==> src/mpjs_pkg.sv <==
// ----------------------------------------------------------------------------
// mpjs_pkg
// shared types and constants of the multi-policy job scheduler
// ----------------------------------------------------------------------------
package mpjs_pkg;

  localparam int SLOT_W     = 6;
  localparam int REM_W      = 16;
  localparam int QUANT_W    = 8;
  localparam int POL_W      = 2;
  localparam int CFG_IDX_W  = 2;
  localparam int CFG_DATA_W = 8;

  localparam logic [QUANT_W-1:0] QUANT_RST = 8'd4;

  // configuration register indexes
  localparam logic [CFG_IDX_W-1:0] CFG_POLICY  = 2'd0;
  localparam logic [CFG_IDX_W-1:0] CFG_QUANTUM = 2'd1;

  // item kinds
  localparam logic ACT_ADMIT = 1'b0;
  localparam logic ACT_TICK  = 1'b1;

  typedef enum logic [POL_W-1:0] {
    POL_FCFS = 2'd0,
    POL_SJF  = 2'd1,
    POL_SRTF = 2'd2,
    POL_RR   = 2'd3
  } policy_e;

  typedef enum logic {
    SCAN_FIRST    = 1'b0,
    SCAN_SHORTEST = 1'b1
  } scan_mode_e;

  typedef enum logic [1:0] {
    CTX_ADMIT = 2'd0,
    CTX_PRE   = 2'd1,
    CTX_POST  = 2'd2
  } scan_ctx_e;

  typedef enum logic [2:0] {
    ST_CLEAR  = 3'd0,
    ST_IDLE   = 3'd1,
    ST_WRAP   = 3'd2,
    ST_ADM_RD = 3'd3,
    ST_ADM_WR = 3'd4,
    ST_SCAN   = 3'd5,
    ST_RUN    = 3'd6,
    ST_DONE   = 3'd7
  } state_e;

  typedef struct packed {
    logic       start;
    scan_mode_e mode;
  } scan_req_t;

  typedef struct packed {
    logic done;
    logic found;
  } scan_res_t;

endpackage

==> src/mpjs_ram.sv <==
// ----------------------------------------------------------------------------
// mpjs_ram
// generic single write port, single read port ram with registered read
// ----------------------------------------------------------------------------
module mpjs_ram #(
  parameter int WIDTH = 16,
  parameter int DEPTH = 64,
  localparam int AW   = (DEPTH > 1) ? $clog2(DEPTH) : 1
) (
  input  logic             clk_i,
  input  logic             we_i,
  input  logic [AW-1:0]    waddr_i,
  input  logic [WIDTH-1:0] wdata_i,
  input  logic [AW-1:0]    raddr_i,
  output logic [WIDTH-1:0] rdata_o
);

  logic [WIDTH-1:0] mem_q [DEPTH];
  logic [WIDTH-1:0] rdata_q;

  always_ff @(posedge clk_i) begin
    if (we_i) begin
      mem_q[waddr_i] <= wdata_i;
    end
    rdata_q <= mem_q[raddr_i];
  end

  assign rdata_o = rdata_q;

endmodule

==> src/mpjs_scan.sv <==
// ----------------------------------------------------------------------------
// mpjs_scan
// sequential slot scanner: first live slot or shortest live slot
// ----------------------------------------------------------------------------
module mpjs_scan import mpjs_pkg::*; #(
  parameter int SLOTS = 64,
  localparam int IW   = $clog2(SLOTS),
  localparam int CW   = $clog2(SLOTS + 1)
) (
  input  logic             clk_i,
  input  logic             rst_ni,
  input  scan_req_t        req_i,
  input  logic [IW-1:0]    start_idx_i,
  output logic [IW-1:0]    rd_addr_o,
  input  logic [REM_W-1:0] rd_data_i,
  output scan_res_t        res_o,
  output logic [IW-1:0]    best_idx_o,
  output logic [REM_W-1:0] best_val_o
);

  logic             busy_q, busy_d;
  logic             pend_q, pend_d;
  logic [CW-1:0]    cnt_q, cnt_d;
  logic [IW-1:0]    addr_q, addr_d;
  logic [IW-1:0]    paddr_q;
  scan_mode_e       mode_q;
  logic             found_q, found_d;
  logic [IW-1:0]    best_idx_q, best_idx_d;
  logic [REM_W-1:0] best_val_q, best_val_d;
  logic             issue;
  logic             take;
  logic             done;

  assign issue = busy_q && (cnt_q != CW'(SLOTS));
  assign done  = busy_q && (cnt_q == CW'(SLOTS)) && !pend_q;

  always_comb begin
    take = 1'b0;
    if (pend_q && (rd_data_i != '0)) begin
      if (mode_q == SCAN_FIRST) begin
        take = !found_q;
      end else begin
        take = !found_q || (rd_data_i < best_val_q);
      end
    end
  end

  always_comb begin
    busy_d     = busy_q;
    pend_d     = issue;
    cnt_d      = cnt_q;
    addr_d     = addr_q;
    found_d    = found_q || take;
    best_idx_d = take ? paddr_q : best_idx_q;
    best_val_d = take ? rd_data_i : best_val_q;
    if (issue) begin
      cnt_d  = cnt_q + 1'b1;
      addr_d = (addr_q == IW'(SLOTS - 1)) ? '0 : addr_q + 1'b1;
    end
    if (done) begin
      busy_d = 1'b0;
    end
    if (req_i.start) begin
      busy_d  = 1'b1;
      pend_d  = 1'b0;
      cnt_d   = '0;
      addr_d  = start_idx_i;
      found_d = 1'b0;
    end
  end

  always_ff @(posedge clk_i or negedge rst_ni) begin
    if (!rst_ni) begin
      busy_q <= 1'b0;
      pend_q <= 1'b0;
      cnt_q  <= '0;
    end else begin
      busy_q <= busy_d;
      pend_q <= pend_d;
      cnt_q  <= cnt_d;
    end
  end

  always_ff @(posedge clk_i) begin
    addr_q     <= addr_d;
    paddr_q    <= addr_q;
    found_q    <= found_d;
    best_idx_q <= best_idx_d;
    best_val_q <= best_val_d;
    if (req_i.start) begin
      mode_q <= req_i.mode;
    end
  end

  assign rd_addr_o   = addr_q;
  assign res_o.done  = done;
  assign res_o.found = found_q;
  assign best_idx_o  = best_idx_q;
  assign best_val_o  = best_val_q;

endmodule

==> src/multi_policy_job_scheduler_top.sv <==
// ----------------------------------------------------------------------------
// multi_policy_job_scheduler_top
// job scheduler with fcfs, sjf, srtf and round robin selection over a slot
// table of remaining bursts
// ----------------------------------------------------------------------------
// sequence: an admit passes the wrap, read and write states, under srtf
// followed by one slot scan; a tick runs the job plus up to two slot scans
// throughput: one item at a time; the scan reads one table entry per cycle
// through the single ram read port and a single comparator
// reset: after rst_ni a clearing pass writes zero to every slot with
// in_stall_o high; configuration writes are taken throughout
// ----------------------------------------------------------------------------
module multi_policy_job_scheduler_top import mpjs_pkg::*; #(
  parameter int SLOTS = 64
) (
  input  logic                  clk_i,
  input  logic                  rst_ni,
  // input channel
  input  logic                  in_valid_i,
  output logic                  in_stall_o,
  input  logic                  in_action_i,
  input  logic [SLOT_W-1:0]     in_slot_i,
  input  logic [REM_W-1:0]      in_burst_i,
  // result channel
  output logic                  out_valid_o,
  input  logic                  out_stall_i,
  output logic [SLOT_W-1:0]     out_running_slot_o,
  output logic [REM_W-1:0]      out_running_remaining_o,
  output logic                  out_idle_o,
  output logic                  out_finished_o,
  output logic                  out_switched_o,
  // configuration write channel
  input  logic                  cfg_valid_i,
  output logic                  cfg_ready_o,
  input  logic [CFG_IDX_W-1:0]  cfg_index_i,
  input  logic [CFG_DATA_W-1:0] cfg_data_i
);

  localparam int IW = $clog2(SLOTS);
  localparam int LW = $clog2(SLOTS + 1);
  // slot register wide enough to hold SLOTS itself and the 6-bit input
  localparam int SW = (IW >= SLOT_W) ? IW + 1 : SLOT_W + 1;

  // --------------------------------------------------------------------------
  // state
  // --------------------------------------------------------------------------
  state_e            state_q, state_d;
  scan_ctx_e         ctx_q, ctx_d;
  logic [IW-1:0]     clr_q, clr_d;

  // latched transaction
  logic              act_q;
  logic [SW-1:0]     slot_q, slot_d;
  logic [REM_W-1:0]  burst_q;
  logic [IW-1:0]     before_q;
  logic              fin_q, fin_d;

  // scheduler state outside the table; run_rem_q mirrors table[run_idx_q]
  logic [IW-1:0]     run_idx_q, run_idx_d;
  logic [REM_W-1:0]  run_rem_q, run_rem_d;
  logic [LW-1:0]     live_q, live_d;
  logic [QUANT_W-1:0] ql_q, ql_d;

  // configuration
  policy_e           policy_q;
  logic [QUANT_W-1:0] quantum_q;

  // result register
  logic              out_valid_q;
  logic              out_ld;
  logic [SLOT_W-1:0] out_slot_q;
  logic [REM_W-1:0]  out_rem_q;
  logic              out_idle_q;
  logic              out_fin_q;
  logic              out_sw_q;

  // ram ports
  logic              ram_we;
  logic [IW-1:0]     ram_waddr;
  logic [REM_W-1:0]  ram_wdata;
  logic [IW-1:0]     ram_raddr;
  logic [REM_W-1:0]  ram_rdata;

  // scanner
  scan_req_t         scan_req;
  scan_res_t         scan_res;
  logic [IW-1:0]     scan_start;
  logic [IW-1:0]     scan_addr;
  logic [IW-1:0]     best_idx;
  logic [REM_W-1:0]  best_val;

  // helpers
  logic              accept;
  logic [QUANT_W-1:0] q_reload;
  logic [IW-1:0]     slot_wr;
  logic [IW-1:0]     rr_next;
  logic [REM_W-1:0]  rem_dec;
  logic [QUANT_W-1:0] ql_dec;
  logic [SW-1:0]     idx_ext;

  assign accept    = in_valid_i && !in_stall_o;
  assign in_stall_o = (state_q != ST_IDLE);
  assign cfg_ready_o = 1'b1;

  assign q_reload = (quantum_q == '0) ? QUANT_W'(1) : quantum_q;
  assign slot_wr  = slot_q[IW-1:0];
  assign rr_next  = (run_idx_q == IW'(SLOTS - 1)) ? '0 : run_idx_q + 1'b1;
  assign rem_dec  = run_rem_q - 1'b1;
  assign ql_dec   = (ql_q != '0) ? ql_q - 1'b1 : ql_q;
  assign idx_ext  = SW'(run_idx_q);

  // --------------------------------------------------------------------------
  // slot table and scanner
  // --------------------------------------------------------------------------
  mpjs_ram #(
    .WIDTH (REM_W),
    .DEPTH (SLOTS)
  ) u_table (
    .clk_i   (clk_i),
    .we_i    (ram_we),
    .waddr_i (ram_waddr),
    .wdata_i (ram_wdata),
    .raddr_i (ram_raddr),
    .rdata_o (ram_rdata)
  );

  mpjs_scan #(
    .SLOTS (SLOTS)
  ) u_scan (
    .clk_i       (clk_i),
    .rst_ni      (rst_ni),
    .req_i       (scan_req),
    .start_idx_i (scan_start),
    .rd_addr_o   (scan_addr),
    .rd_data_i   (ram_rdata),
    .res_o       (scan_res),
    .best_idx_o  (best_idx),
    .best_val_o  (best_val)
  );

  // the only direct read is the old value of an admitted slot
  assign ram_raddr = (state_q == ST_ADM_RD) ? slot_wr : scan_addr;

  // --------------------------------------------------------------------------
  // sequencer: next state, table writes and scan requests
  // --------------------------------------------------------------------------
  always_comb begin
    state_d    = state_q;
    ctx_d      = ctx_q;
    clr_d      = clr_q;
    slot_d     = slot_q;
    fin_d      = fin_q;
    run_idx_d  = run_idx_q;
    run_rem_d  = run_rem_q;
    live_d     = live_q;
    ql_d       = ql_q;
    ram_we     = 1'b0;
    ram_waddr  = run_idx_q;
    ram_wdata  = '0;
    scan_req   = '{start: 1'b0, mode: SCAN_SHORTEST};
    scan_start = '0;
    out_ld     = 1'b0;

    case (state_q)
      // zero every slot once after reset
      ST_CLEAR: begin
        ram_we    = 1'b1;
        ram_waddr = clr_q;
        clr_d     = clr_q + 1'b1;
        if (clr_q == IW'(SLOTS - 1)) begin
          state_d = ST_IDLE;
        end
      end

      ST_IDLE: begin
        if (accept) begin
          slot_d = SW'(in_slot_i);
          fin_d  = 1'b0;
          if (in_action_i == ACT_ADMIT) begin
            state_d = ST_WRAP;
          end else if (run_rem_q == '0) begin
            // running slot is empty: reselect before running
            state_d = ST_SCAN;
            ctx_d   = CTX_PRE;
            scan_req.start = 1'b1;
            case (policy_q)
              POL_FCFS: scan_req.mode = SCAN_FIRST;
              POL_RR: begin
                scan_req.mode = SCAN_FIRST;
                scan_start    = rr_next;
                ql_d          = q_reload;
              end
              default: scan_req.mode = SCAN_SHORTEST;
            endcase
          end else begin
            state_d = ST_RUN;
          end
        end
      end

      // slot number modulo SLOTS by repeated subtraction
      ST_WRAP: begin
        if (slot_q >= SW'(SLOTS)) begin
          slot_d = slot_q - SW'(SLOTS);
        end else begin
          state_d = ST_ADM_RD;
        end
      end

      ST_ADM_RD: begin
        state_d = ST_ADM_WR;
      end

      // old value on the read port: write the new burst, track live slots
      ST_ADM_WR: begin
        ram_we    = 1'b1;
        ram_waddr = slot_wr;
        ram_wdata = burst_q;
        if ((ram_rdata == '0) && (burst_q != '0)) begin
          live_d = live_q + 1'b1;
        end else if ((ram_rdata != '0) && (burst_q == '0)) begin
          live_d = live_q - 1'b1;
        end
        if (slot_wr == run_idx_q) begin
          run_rem_d = burst_q;
        end
        if (policy_q == POL_SRTF) begin
          state_d        = ST_SCAN;
          ctx_d          = CTX_ADMIT;
          scan_req.start = 1'b1;
          scan_req.mode  = SCAN_SHORTEST;
        end else begin
          state_d = ST_DONE;
        end
      end

      ST_SCAN: begin
        if (scan_res.done) begin
          case (ctx_q)
            CTX_ADMIT: begin
              // preempt only for a strictly shorter job or an empty slot
              if (scan_res.found && ((run_rem_q == '0) || (best_val < run_rem_q))) begin
                run_idx_d = best_idx;
                run_rem_d = best_val;
              end
              state_d = ST_DONE;
            end
            CTX_PRE: begin
              if (scan_res.found) begin
                run_idx_d = best_idx;
                run_rem_d = best_val;
                state_d   = ST_RUN;
              end else begin
                state_d = ST_DONE;
              end
            end
            default: begin
              if (scan_res.found) begin
                run_idx_d = best_idx;
                run_rem_d = best_val;
              end
              state_d = ST_DONE;
            end
          endcase
        end
      end

      // run the selected job for one unit
      ST_RUN: begin
        ram_we    = 1'b1;
        ram_waddr = run_idx_q;
        ram_wdata = rem_dec;
        run_rem_d = rem_dec;
        state_d   = ST_DONE;
        if (rem_dec == '0) begin
          fin_d  = 1'b1;
          live_d = live_q - 1'b1;
        end
        if (policy_q == POL_RR) begin
          ql_d = ql_dec;
          if ((rem_dec == '0) || (ql_dec == '0)) begin
            state_d        = ST_SCAN;
            ctx_d          = CTX_POST;
            scan_req.start = 1'b1;
            scan_req.mode  = SCAN_FIRST;
            scan_start     = rr_next;
            ql_d           = q_reload;
          end
        end else if (rem_dec == '0) begin
          state_d        = ST_SCAN;
          ctx_d          = CTX_POST;
          scan_req.start = 1'b1;
          scan_req.mode  = (policy_q == POL_FCFS) ? SCAN_FIRST : SCAN_SHORTEST;
        end
      end

      // hand the result over once the result register is free
      ST_DONE: begin
        if (!out_valid_q || !out_stall_i) begin
          out_ld  = 1'b1;
          state_d = ST_IDLE;
        end
      end

      default: state_d = ST_IDLE;
    endcase
  end

  // --------------------------------------------------------------------------
  // registers
  // --------------------------------------------------------------------------
  always_ff @(posedge clk_i or negedge rst_ni) begin
    if (!rst_ni) begin
      state_q     <= ST_CLEAR;
      ctx_q       <= CTX_ADMIT;
      clr_q       <= '0;
      run_idx_q   <= '0;
      run_rem_q   <= '0;
      live_q      <= '0;
      ql_q        <= QUANT_RST;
      policy_q    <= POL_FCFS;
      quantum_q   <= QUANT_RST;
      out_valid_q <= 1'b0;
    end else begin
      state_q   <= state_d;
      ctx_q     <= ctx_d;
      clr_q     <= clr_d;
      run_idx_q <= run_idx_d;
      run_rem_q <= run_rem_d;
      live_q    <= live_d;
      ql_q      <= ql_d;
      // configuration transaction; unknown indexes are dropped
      if (cfg_valid_i && cfg_ready_o) begin
        if (cfg_index_i == CFG_POLICY) begin
          policy_q <= policy_e'(cfg_data_i[POL_W-1:0]);
        end else if (cfg_index_i == CFG_QUANTUM) begin
          quantum_q <= cfg_data_i[QUANT_W-1:0];
        end
      end
      if (out_ld) begin
        out_valid_q <= 1'b1;
      end else if (!out_stall_i) begin
        out_valid_q <= 1'b0;
      end
    end
  end

  // transaction payload and result payload
  always_ff @(posedge clk_i) begin
    slot_q <= slot_d;
    fin_q  <= fin_d;
    if (accept) begin
      act_q    <= in_action_i;
      burst_q  <= in_burst_i;
      before_q <= run_idx_q;
    end
    if (out_ld) begin
      out_slot_q <= idx_ext[SLOT_W-1:0];
      out_rem_q  <= run_rem_q;
      out_idle_q <= (live_q == '0);
      out_fin_q  <= fin_q;
      out_sw_q   <= (run_idx_q != before_q);
    end
  end

  assign out_valid_o             = out_valid_q;
  assign out_running_slot_o      = out_slot_q;
  assign out_running_remaining_o = out_rem_q;
  assign out_idle_o              = out_idle_q;
  assign out_finished_o          = out_fin_q;
  assign out_switched_o          = out_sw_q;

  // --------------------------------------------------------------------------
  // assertions
  // --------------------------------------------------------------------------
  // live slot count stays within the table
  a_live_bound: assert property (@(posedge clk_i) disable iff (!rst_ni)
    live_q <= LW'(SLOTS))
    else $error("live slot count out of range");

  // a nonzero running job implies at least one live slot
  a_run_live: assert property (@(posedge clk_i) disable iff (!rst_ni)
    (run_rem_q != '0) |-> (live_q != '0))
    else $error("running job live but live count is zero");

  // scanner only completes while the sequencer waits on it
  a_scan_owner: assert property (@(posedge clk_i) disable iff (!rst_ni)
    scan_res.done |-> (state_q == ST_SCAN))
    else $error("scan completed outside scan state");

  // an idle result never reports remaining work
  a_idle_rem: assert property (@(posedge clk_i) disable iff (!rst_ni)
    (out_valid_o && out_idle_o) |-> (out_running_remaining_o == '0))
    else $error("idle result with remaining work");

  // a finished job only comes from a tick transaction
  a_fin_tick: assert property (@(posedge clk_i) disable iff (!rst_ni)
    ((state_q == ST_DONE) && fin_q) |-> (act_q == ACT_TICK))
    else $error("finished flagged on admit");

endmodule

==> config.mk <==
export PLATFORM = sky130hd
export DESIGN_NAME = multi_policy_job_scheduler_top
export DESIGN_NICKNAME = d
export VERILOG_FILES = /design/src/mpjs_pkg.sv /design/src/mpjs_ram.sv /design/src/mpjs_scan.sv /design/src/multi_policy_job_scheduler_top.sv
export SDC_FILE = /design/constraint.sdc
export NUM_CORES = 2
export LEC_CHECK = 0
export BUFFER_PORTS_ARGS = -buffer_cell sky130_fd_sc_hd__buf_4
export CORE_MARGIN = 2
export CORE_UTILIZATION = 40
export DETAILED_ROUTE_END_ITERATION = 16
export SETUP_SLACK_MARGIN = 0.1
export SLEW_MARGIN = 20
export SYNTH_ARGS = -nofsm -noshare
export SYNTH_HDL_FRONTEND = slang
export SYNTH_SLANG_ARGS = --single-unit
==> constraint.sdc <==
create_clock -name clk_i -period 5.4 [get_ports clk_i]
set_clock_uncertainty 0.15 [all_clocks]
set_input_delay 0.27 -clock clk_i [delete_from_list [all_inputs] [get_ports clk_i]]
set_output_delay 0.27 -clock clk_i [all_outputs]
set_load 0.01 [all_outputs]
======== Yosys cells after proc, flatten, opt, wreduce, memory -nomap -nowiden ========
Memories as Yosys holds them, arrays and structs flattened. A register that Yosys moved wholly into a read port is not among the register bits.
Cells that the tools add are included.
cells by class
  bitwise operators ....................... 1
  $add $sub $neg .......................... 9
  $lt $le $gt $ge ......................... 3
  reductions and logical operators ........ 52
  multiplexer cells ....................... 88
  eq/ne operators ......................... 39
operator list
  operator               number
  $mux 6                 14
  $mux 16                5
  $logic_not 16->1       4
  $mux 8                 8
  $mux 7                 7
  $pmux 16 s3            1
  $mux 2                 18
  $lt 16x16->1           2
  $pmux 16 s2            1
  $reduce_bool 16->1     2
  $pmux 7 s2             2
  $ne 2x2->1 const B     13
  $pmux 3 s8             1
  $pmux 6 s2             2
  $mux 3                 7
  $add 6x1->6 const B    3
  $eq 6x6->1 const B     3
  $mux 1                 18
  $logic_not 8->1        2
  $pmux 8 s2             1
  $sub 16x1->16 const B  1
  $add 7x1->7 const B    2
  $eq 3x3->1 const B     4
  $ne 3x3->1 const B     4
  35 further kinds       67
word-level totals
  output and inout bits ................... 28
  memories ................................ 1
  bits in writable memories ............... 1024
  register bits after elaboration ......... 159
  input port bits ......................... 38
  word-level logic and storage cells ...... 221
memory list
  name           words  bits a word  rd ports  clocked after Yosys merged registers in  write ports  line            RTL
  u_table.mem_q  64     16           1         1                                        1            mpjs_ram.sv:18  logic [WIDTH-1:0] mem_q [DEPTH];

======== Logic depth before layout (Yosys ltp) ========
  depth after elaboration ................. 8
  depth in mapped cells ................... 13
  mapped depth without buffers ............ 10

======== Hierarchy ========
A second synthesis with hierarchy kept.
unflattened totals
  cells, all modules ...................... 2761
  area total of the unflattened synthesis .. 48778.0 um2
modules (own cells, without submodules)
  module                          area each (um2)  instances  cells an instance  seq. area each (um2)
  mpjs_ram                        40174.8          1          1947               31069.8
  multi_policy_job_scheduler_top  6572.6           1          646                3130.5
  mpjs_scan                       2030.7           1          168                1236.2

======== Least setup slack after synthesis ========
Ideal clock, no wire load.
  path kind ............................... register to register
  start point ............................. register run_rem_q[0]
  end point ............................... memory u_table.mem_q[0][12] (data pin)
  cell stages (with the launch flop) ...... 9
  period minus slack after synthesis ...... 5090 ps
  path buffers ............................ 0
  slack ................................... 310 ps
  arrival time ............................ 4239 ps
  library setup time ...................... 702 ps
  path through ............................ dfrtp_1 inv_1 ha_1 nor3b_2 nand2_1 nor2_1 nand3_1 xnor2_1 o21ai_0
on the way
  cells in the longest elaborated chain, start to end .. 2
RTL lines
  what                      line                                   RTL
  start: declaration        multi_policy_job_scheduler_top.sv:60   logic [REM_W-1:0] run_rem_q, run_rem_d;
  start signal: assignment  multi_policy_job_scheduler_top.sv:329  run_rem_q <= run_rem_d;
  $sub 16x1->16             multi_policy_job_scheduler_top.sv:108  assign rem_dec = run_rem_q - 1'b1;
  $pmux 16 s2               multi_policy_job_scheduler_top.sv:164  case (state_q)
  net ram_wdata[12]         multi_policy_job_scheduler_top.sv:80   logic [REM_W-1:0] ram_wdata;
  end: declaration          mpjs_ram.sv:18
The timed path passes the listed nets, and every way through them passes these cells.

======== Worst setup path in the final report ========
  start point ............................. register state_q[1]
  end point ............................... register u_table.rdata_q[2] (netlist: u_table.rdata_o[2]), read port of u_table.mem_q
on the way
  cells in the longest elaborated chain, start to end .. 2
RTL lines
  what                      line                                   RTL
  start: declaration        multi_policy_job_scheduler_top.sv:47   state_e state_q, state_d;
  start signal: assignment  multi_policy_job_scheduler_top.sv:325  state_q <= state_d;
  $eq 3x2->1                multi_policy_job_scheduler_top.sv:142  assign ram_raddr = (state_q == ST_ADM_RD) ? slot_wr : scan_addr;
  $mux 6                    multi_policy_job_scheduler_top.sv:142
  end: declaration          mpjs_ram.sv:19                         logic [WIDTH-1:0] rdata_q;
No other way between the ends.
A chain may end at the register's enable or synchronous reset.

==> impl_summary.log <==
[metrics] outcome: completed
[metrics] total count of max-transition violations in the final report: 0
[metrics] Post-Place Setup Slack: 0.9182 ns
[metrics] PortBufs: 64
[metrics] Highest Clock Rate: between 0.2 and 0.25 GHz
[metrics] synth-to-layout area growth: 15.03%
[metrics] full die area: between 100000 and 150000 um^2
[metrics] number of global-route vias before repair: approximately 26000
[metrics] Synth Cell Area: ~48000 um^2
[metrics] H-tree depth: 3
[metrics] maximum number of pins on one net before global-route repair: 93
[metrics] vias after detailed routing: between 20000 and 30000
[metrics] master cell of the clock root buffer: sky130_fd_sc_hd__clkbuf_16
[metrics] horizontal die dimension: roughly 350 um
[metrics] DRC violations left: 0
[metrics] power density relative to cell area: approximately 540 nW/um^2
[metrics] warnings from Yosys: 0
[metrics] relative slew slack: 0.2833
[metrics] clock network latency to the later pin of the worst-skew pair: a little over 0.7 ns
[metrics] Startpoint Class: register
[metrics] Top delay family on crit path: multiplexers
[metrics] Std-Cell Rows: 127
[metrics] CTS buffer count: roughly 120
[metrics] most used flip-flop cell after synthesis: sky130_fd_sc_hd__edfxtp_1
[metrics] area taken by multi-input logic gates: between 10000 and 15000 um^2
[metrics] fraction of registers with async set or reset after synthesis: 0.05671
[metrics] GRT overflow: 0
[metrics] total number of clock tree sinks: roughly 1200
[metrics] number of antenna violations at the first check in global routing: 3
[metrics] Buf+Inv Stages, Crit Path: 1
[metrics] crit-path max FO: around 90
[metrics] final RePlAce weighted congestion: about 0.89
[metrics] class of the tightest hold or removal check: in2reg
[metrics] Routed WL: about 120000 um
[metrics] Worst R2R Setup Slack: 0.90 ns
[metrics] worst-path cell chain: nand3b_4 > mux2_8 > buf_12 > mux4_2 > a22o_1 > a211oi_1 > nand4_1
[metrics] core area: ~120000 um^2
[metrics] number of synthesized register bits: 1199
[metrics] number of failing setup endpoints in the final timing report: 0
[metrics] share of final-layout standard cells stronger than drive strength 1: 0.1955
[metrics] effective utilization at floorplan: 0.4027
[metrics] commonest non-fill, non-tap cells in the layout: 1108 x sky130_fd_sc_hd__edfxtp_1, 233 x sky130_fd_sc_hd__nand2_1, 177 x sky130_fd_sc_hd__buf_4
[metrics] number of distinct standard cells referenced by the synthesized netlist: roughly 80
[metrics] Data required, critical path: ~5.8 ns
[metrics] wire length of the first global-routing pass: approximately 180000 um
[metrics] Max IR drop VDD: roughly 440 uV
[metrics] final worst-path cycle share: 0.8324
[metrics] average wire length per cell after detail routing: 26.10 um
[metrics] highest cell delay on the worst timing path: between 0.9 and 1 ns
[metrics] detailed-routed wire length on met2: 58410 um
[metrics] most common cell after layout, fill and taps aside: sky130_fd_sc_hd__edfxtp_1
[metrics] synthesized netlist cell count: between 2000 and 3000
[metrics] Syn Nets: 2884
[metrics] setup repair after global routing missed its margin: no
[metrics] Worst-Margin Slew: between 1 and 1.5 ns
[metrics] Seq/Total Area, Yosys: 0.7345
[metrics] worst-case setup margin in the final layout: a little over 0.9 ns
[metrics] highest metal used: met4
[metrics] # IOs: 66
[metrics] final worst path period need: roughly 4.5 ns
[metrics] met3 layer wire length in the routed design: 8838 um
[metrics] CTS tree: yes
[metrics] endpoints failing hold: 0
[metrics] final setup TNS: 0 ns
[metrics] largest buffer count on any clock path: 3
[metrics] wl on met1: approximately 52000 um
[metrics] fill cell count: 10080
[metrics] overall die height: around 350 um
[metrics] via count normalized by instance count: between 5 and 6
[metrics] number of synthesized flops with an enable pin: approximately 1100
[metrics] GRT Total Usage: 0.1987
[metrics] 1st-iter DRT viols: approximately 3100
[metrics] clock transition at the registers of the reported paths: ~0.06 ns
[metrics] total iterations of the first detailed-routing run: 6
[metrics] critical path's slowest cell: sky130_fd_sc_hd__mux2_8
[metrics] hpwl dp: between 70000 and 80000 um
[metrics] crit path capture type: register
[metrics] critical path start-end classification: reg2reg
[metrics] register cell area after layout: 35440 um^2
[metrics] mean area per synthesized cell: 17.22 um^2
[metrics] worst slack on hold paths: about 0.057 ns
[metrics] P_leak: between 15 and 20 nW
[metrics] Post-DRT Antenna Nets: 0
[metrics] # nets final: ~3100
[metrics] max-cap check violation count: 0
[metrics] Data arrival, critical path: 4.88 ns
## cell type report
type | instances | share of cell area
clock buffers | 148 | 0.05727
multi-input cells | 1410 | 0.2178
flip-flops and latches | 1199 | 0.6385
clock inverters | 69 | 0.01269
well taps | 1612 | 0.03634
diodes | 1 | 0.00004509
inverters | 50 | 0.003382
repair buffers | 223 | 0.03395
## cells by family (layout without fill, tap and decap cells)
| logic type | count (synthesis) | in the layout | synth area share |
|---|---|---|---|
| AO/OA/AOI/OAI | 363 | 363 | 0.05278 |
| flip-flops | 1199 | 1199 | 0.7345 |
| buffers and inverters | 192 | 490 | 0.01885 |
| multiplexers | 306 | 306 | 0.1078 |
| XOR/XNOR | 47 | 47 | 0.008532 |
| adder cells (fa/ha/maj) | 45 | 45 | 0.01167 |
| AND/OR/NAND/NOR | 648 | 648 | 0.06574 |
| other | 1 | 2 | 0.00007773 |
## power by group
part	switching, mW	leakage, nW	internal (mW)	total (mW)
Sequential	0.642	11.3	11.6	12.2
Combinational	6.12	5.62	3.61	9.73
Clock	3.47	1.91	4.77	8.24
## cell usage after synthesis (8+ instances only)
master                        n  share of area
sky130_fd_sc_hd__edfxtp_1  1108           0.69
sky130_fd_sc_hd__nand2_1    233          0.018
sky130_fd_sc_hd__mux4_2     169          0.079
sky130_fd_sc_hd__nor2_1     128          0.010
sky130_fd_sc_hd__mux2i_1    117          0.024
sky130_fd_sc_hd__nand3_1     91         0.0094
sky130_fd_sc_hd__o21ai_0     84         0.0087
sky130_fd_sc_hd__dfrtp_1     66          0.034
sky130_fd_sc_hd__clkbuf_1    64         0.0050
sky130_fd_sc_hd__a221oi_1    62          0.011
sky130_fd_sc_hd__inv_1       49         0.0038
sky130_fd_sc_hd__buf_2       46         0.0048
sky130_fd_sc_hd__ha_1        45          0.012
sky130_fd_sc_hd__a21oi_1     41         0.0043
sky130_fd_sc_hd__nand4_1     41         0.0053
sky130_fd_sc_hd__a22oi_1     32         0.0050
sky130_fd_sc_hd__xnor2_1     32         0.0058
sky130_fd_sc_hd__nor2b_1     26         0.0034
sky130_fd_sc_hd__a31oi_1     23         0.0030
sky130_fd_sc_hd__dfxtp_1     23         0.0095
sky130_fd_sc_hd__nor3_1      23         0.0024
sky130_fd_sc_hd__and3_1      22         0.0029
sky130_fd_sc_hd__a21o_1      21         0.0033
sky130_fd_sc_hd__mux2_2      20         0.0047
sky130_fd_sc_hd__a211oi_1    18         0.0028
sky130_fd_sc_hd__a22o_1      18         0.0033
sky130_fd_sc_hd__nor4_1      17         0.0022
sky130_fd_sc_hd__and4_1      16         0.0029
sky130_fd_sc_hd__a311oi_1    15         0.0027
sky130_fd_sc_hd__xor2_1      15         0.0027
sky130_fd_sc_hd__buf_4       14         0.0022
sky130_fd_sc_hd__buf_6        9         0.0021
sky130_fd_sc_hd__buf_1        8        0.00062
## worst reg2reg max path, cell delays in order (launching register included)
cell and delay (ns):
sky130_fd_sc_hd__dfrtp_1 0.66, sky130_fd_sc_hd__nand3b_4 0.34, sky130_fd_sc_hd__mux2_8 0.95, sky130_fd_sc_hd__buf_12 0.51
sky130_fd_sc_hd__mux4_2 0.52, sky130_fd_sc_hd__a22o_1 0.22, sky130_fd_sc_hd__a211oi_1 0.81, sky130_fd_sc_hd__nand4_1 0.16
## state kept, by name (all words and copies together) (netlist names), 7 cells and up
signal                   cells
u_table.mem_q             1024
burst_q                     16
out_running_remaining_o     16
run_rem_q                   16
u_scan.best_val_o           16
u_table.rdata_o             16
ql_q                         8
quantum_q                    8
live_q                       7
slot_q                       7
u_scan.cnt_q                 7
## metrics by stage
step / cell area, um^2 / utilization / power (mW) / std cells
global route: 55490 / 0.4632 / 31.46 / 4711
detailed placement: 51160 / 0.4270 / 22.11 / 4454
CTS: 55420 / 0.4626 / 30.34 / 4709
finish: 55500 / 0.4632 / 30.20 / 4712
floorplan: 48250 / - / 18.66 / 2801
global placement: 51130 / 0.4267 / 21.84 / 4453
## repair_timing
action	CTS	global route
hold endpoints to repair	112	0
hold buffers	38	0
buffers inserted	0	0
gates resized for setup	0	0
## routing by layer
layer / global-route usage / vias up
met2: 0.3179 / 1105
met1: 0.2812 / 14050
li1: - / 11590
met4: 0.06070 / 0
met3: 0.03078 / 183
met5: 0 / -
## path summary, 6_finish.rpt
check	from	to	cells past startpoint
max	state_q[1]	u_table.rdata_o[2]	7
min	cfg_index_i[1]	quantum_q[3]	3
max reg2reg	state_q[1]	u_table.rdata_o[2]	7
min reg2reg	u_scan.paddr_q[4]	u_scan.best_idx_o[4]	0
max in group asynchronous	rst_ni	run_idx_q[0]	2
min in group asynchronous	rst_ni	live_q[1]	2
(Power assumes the default switching activity.)
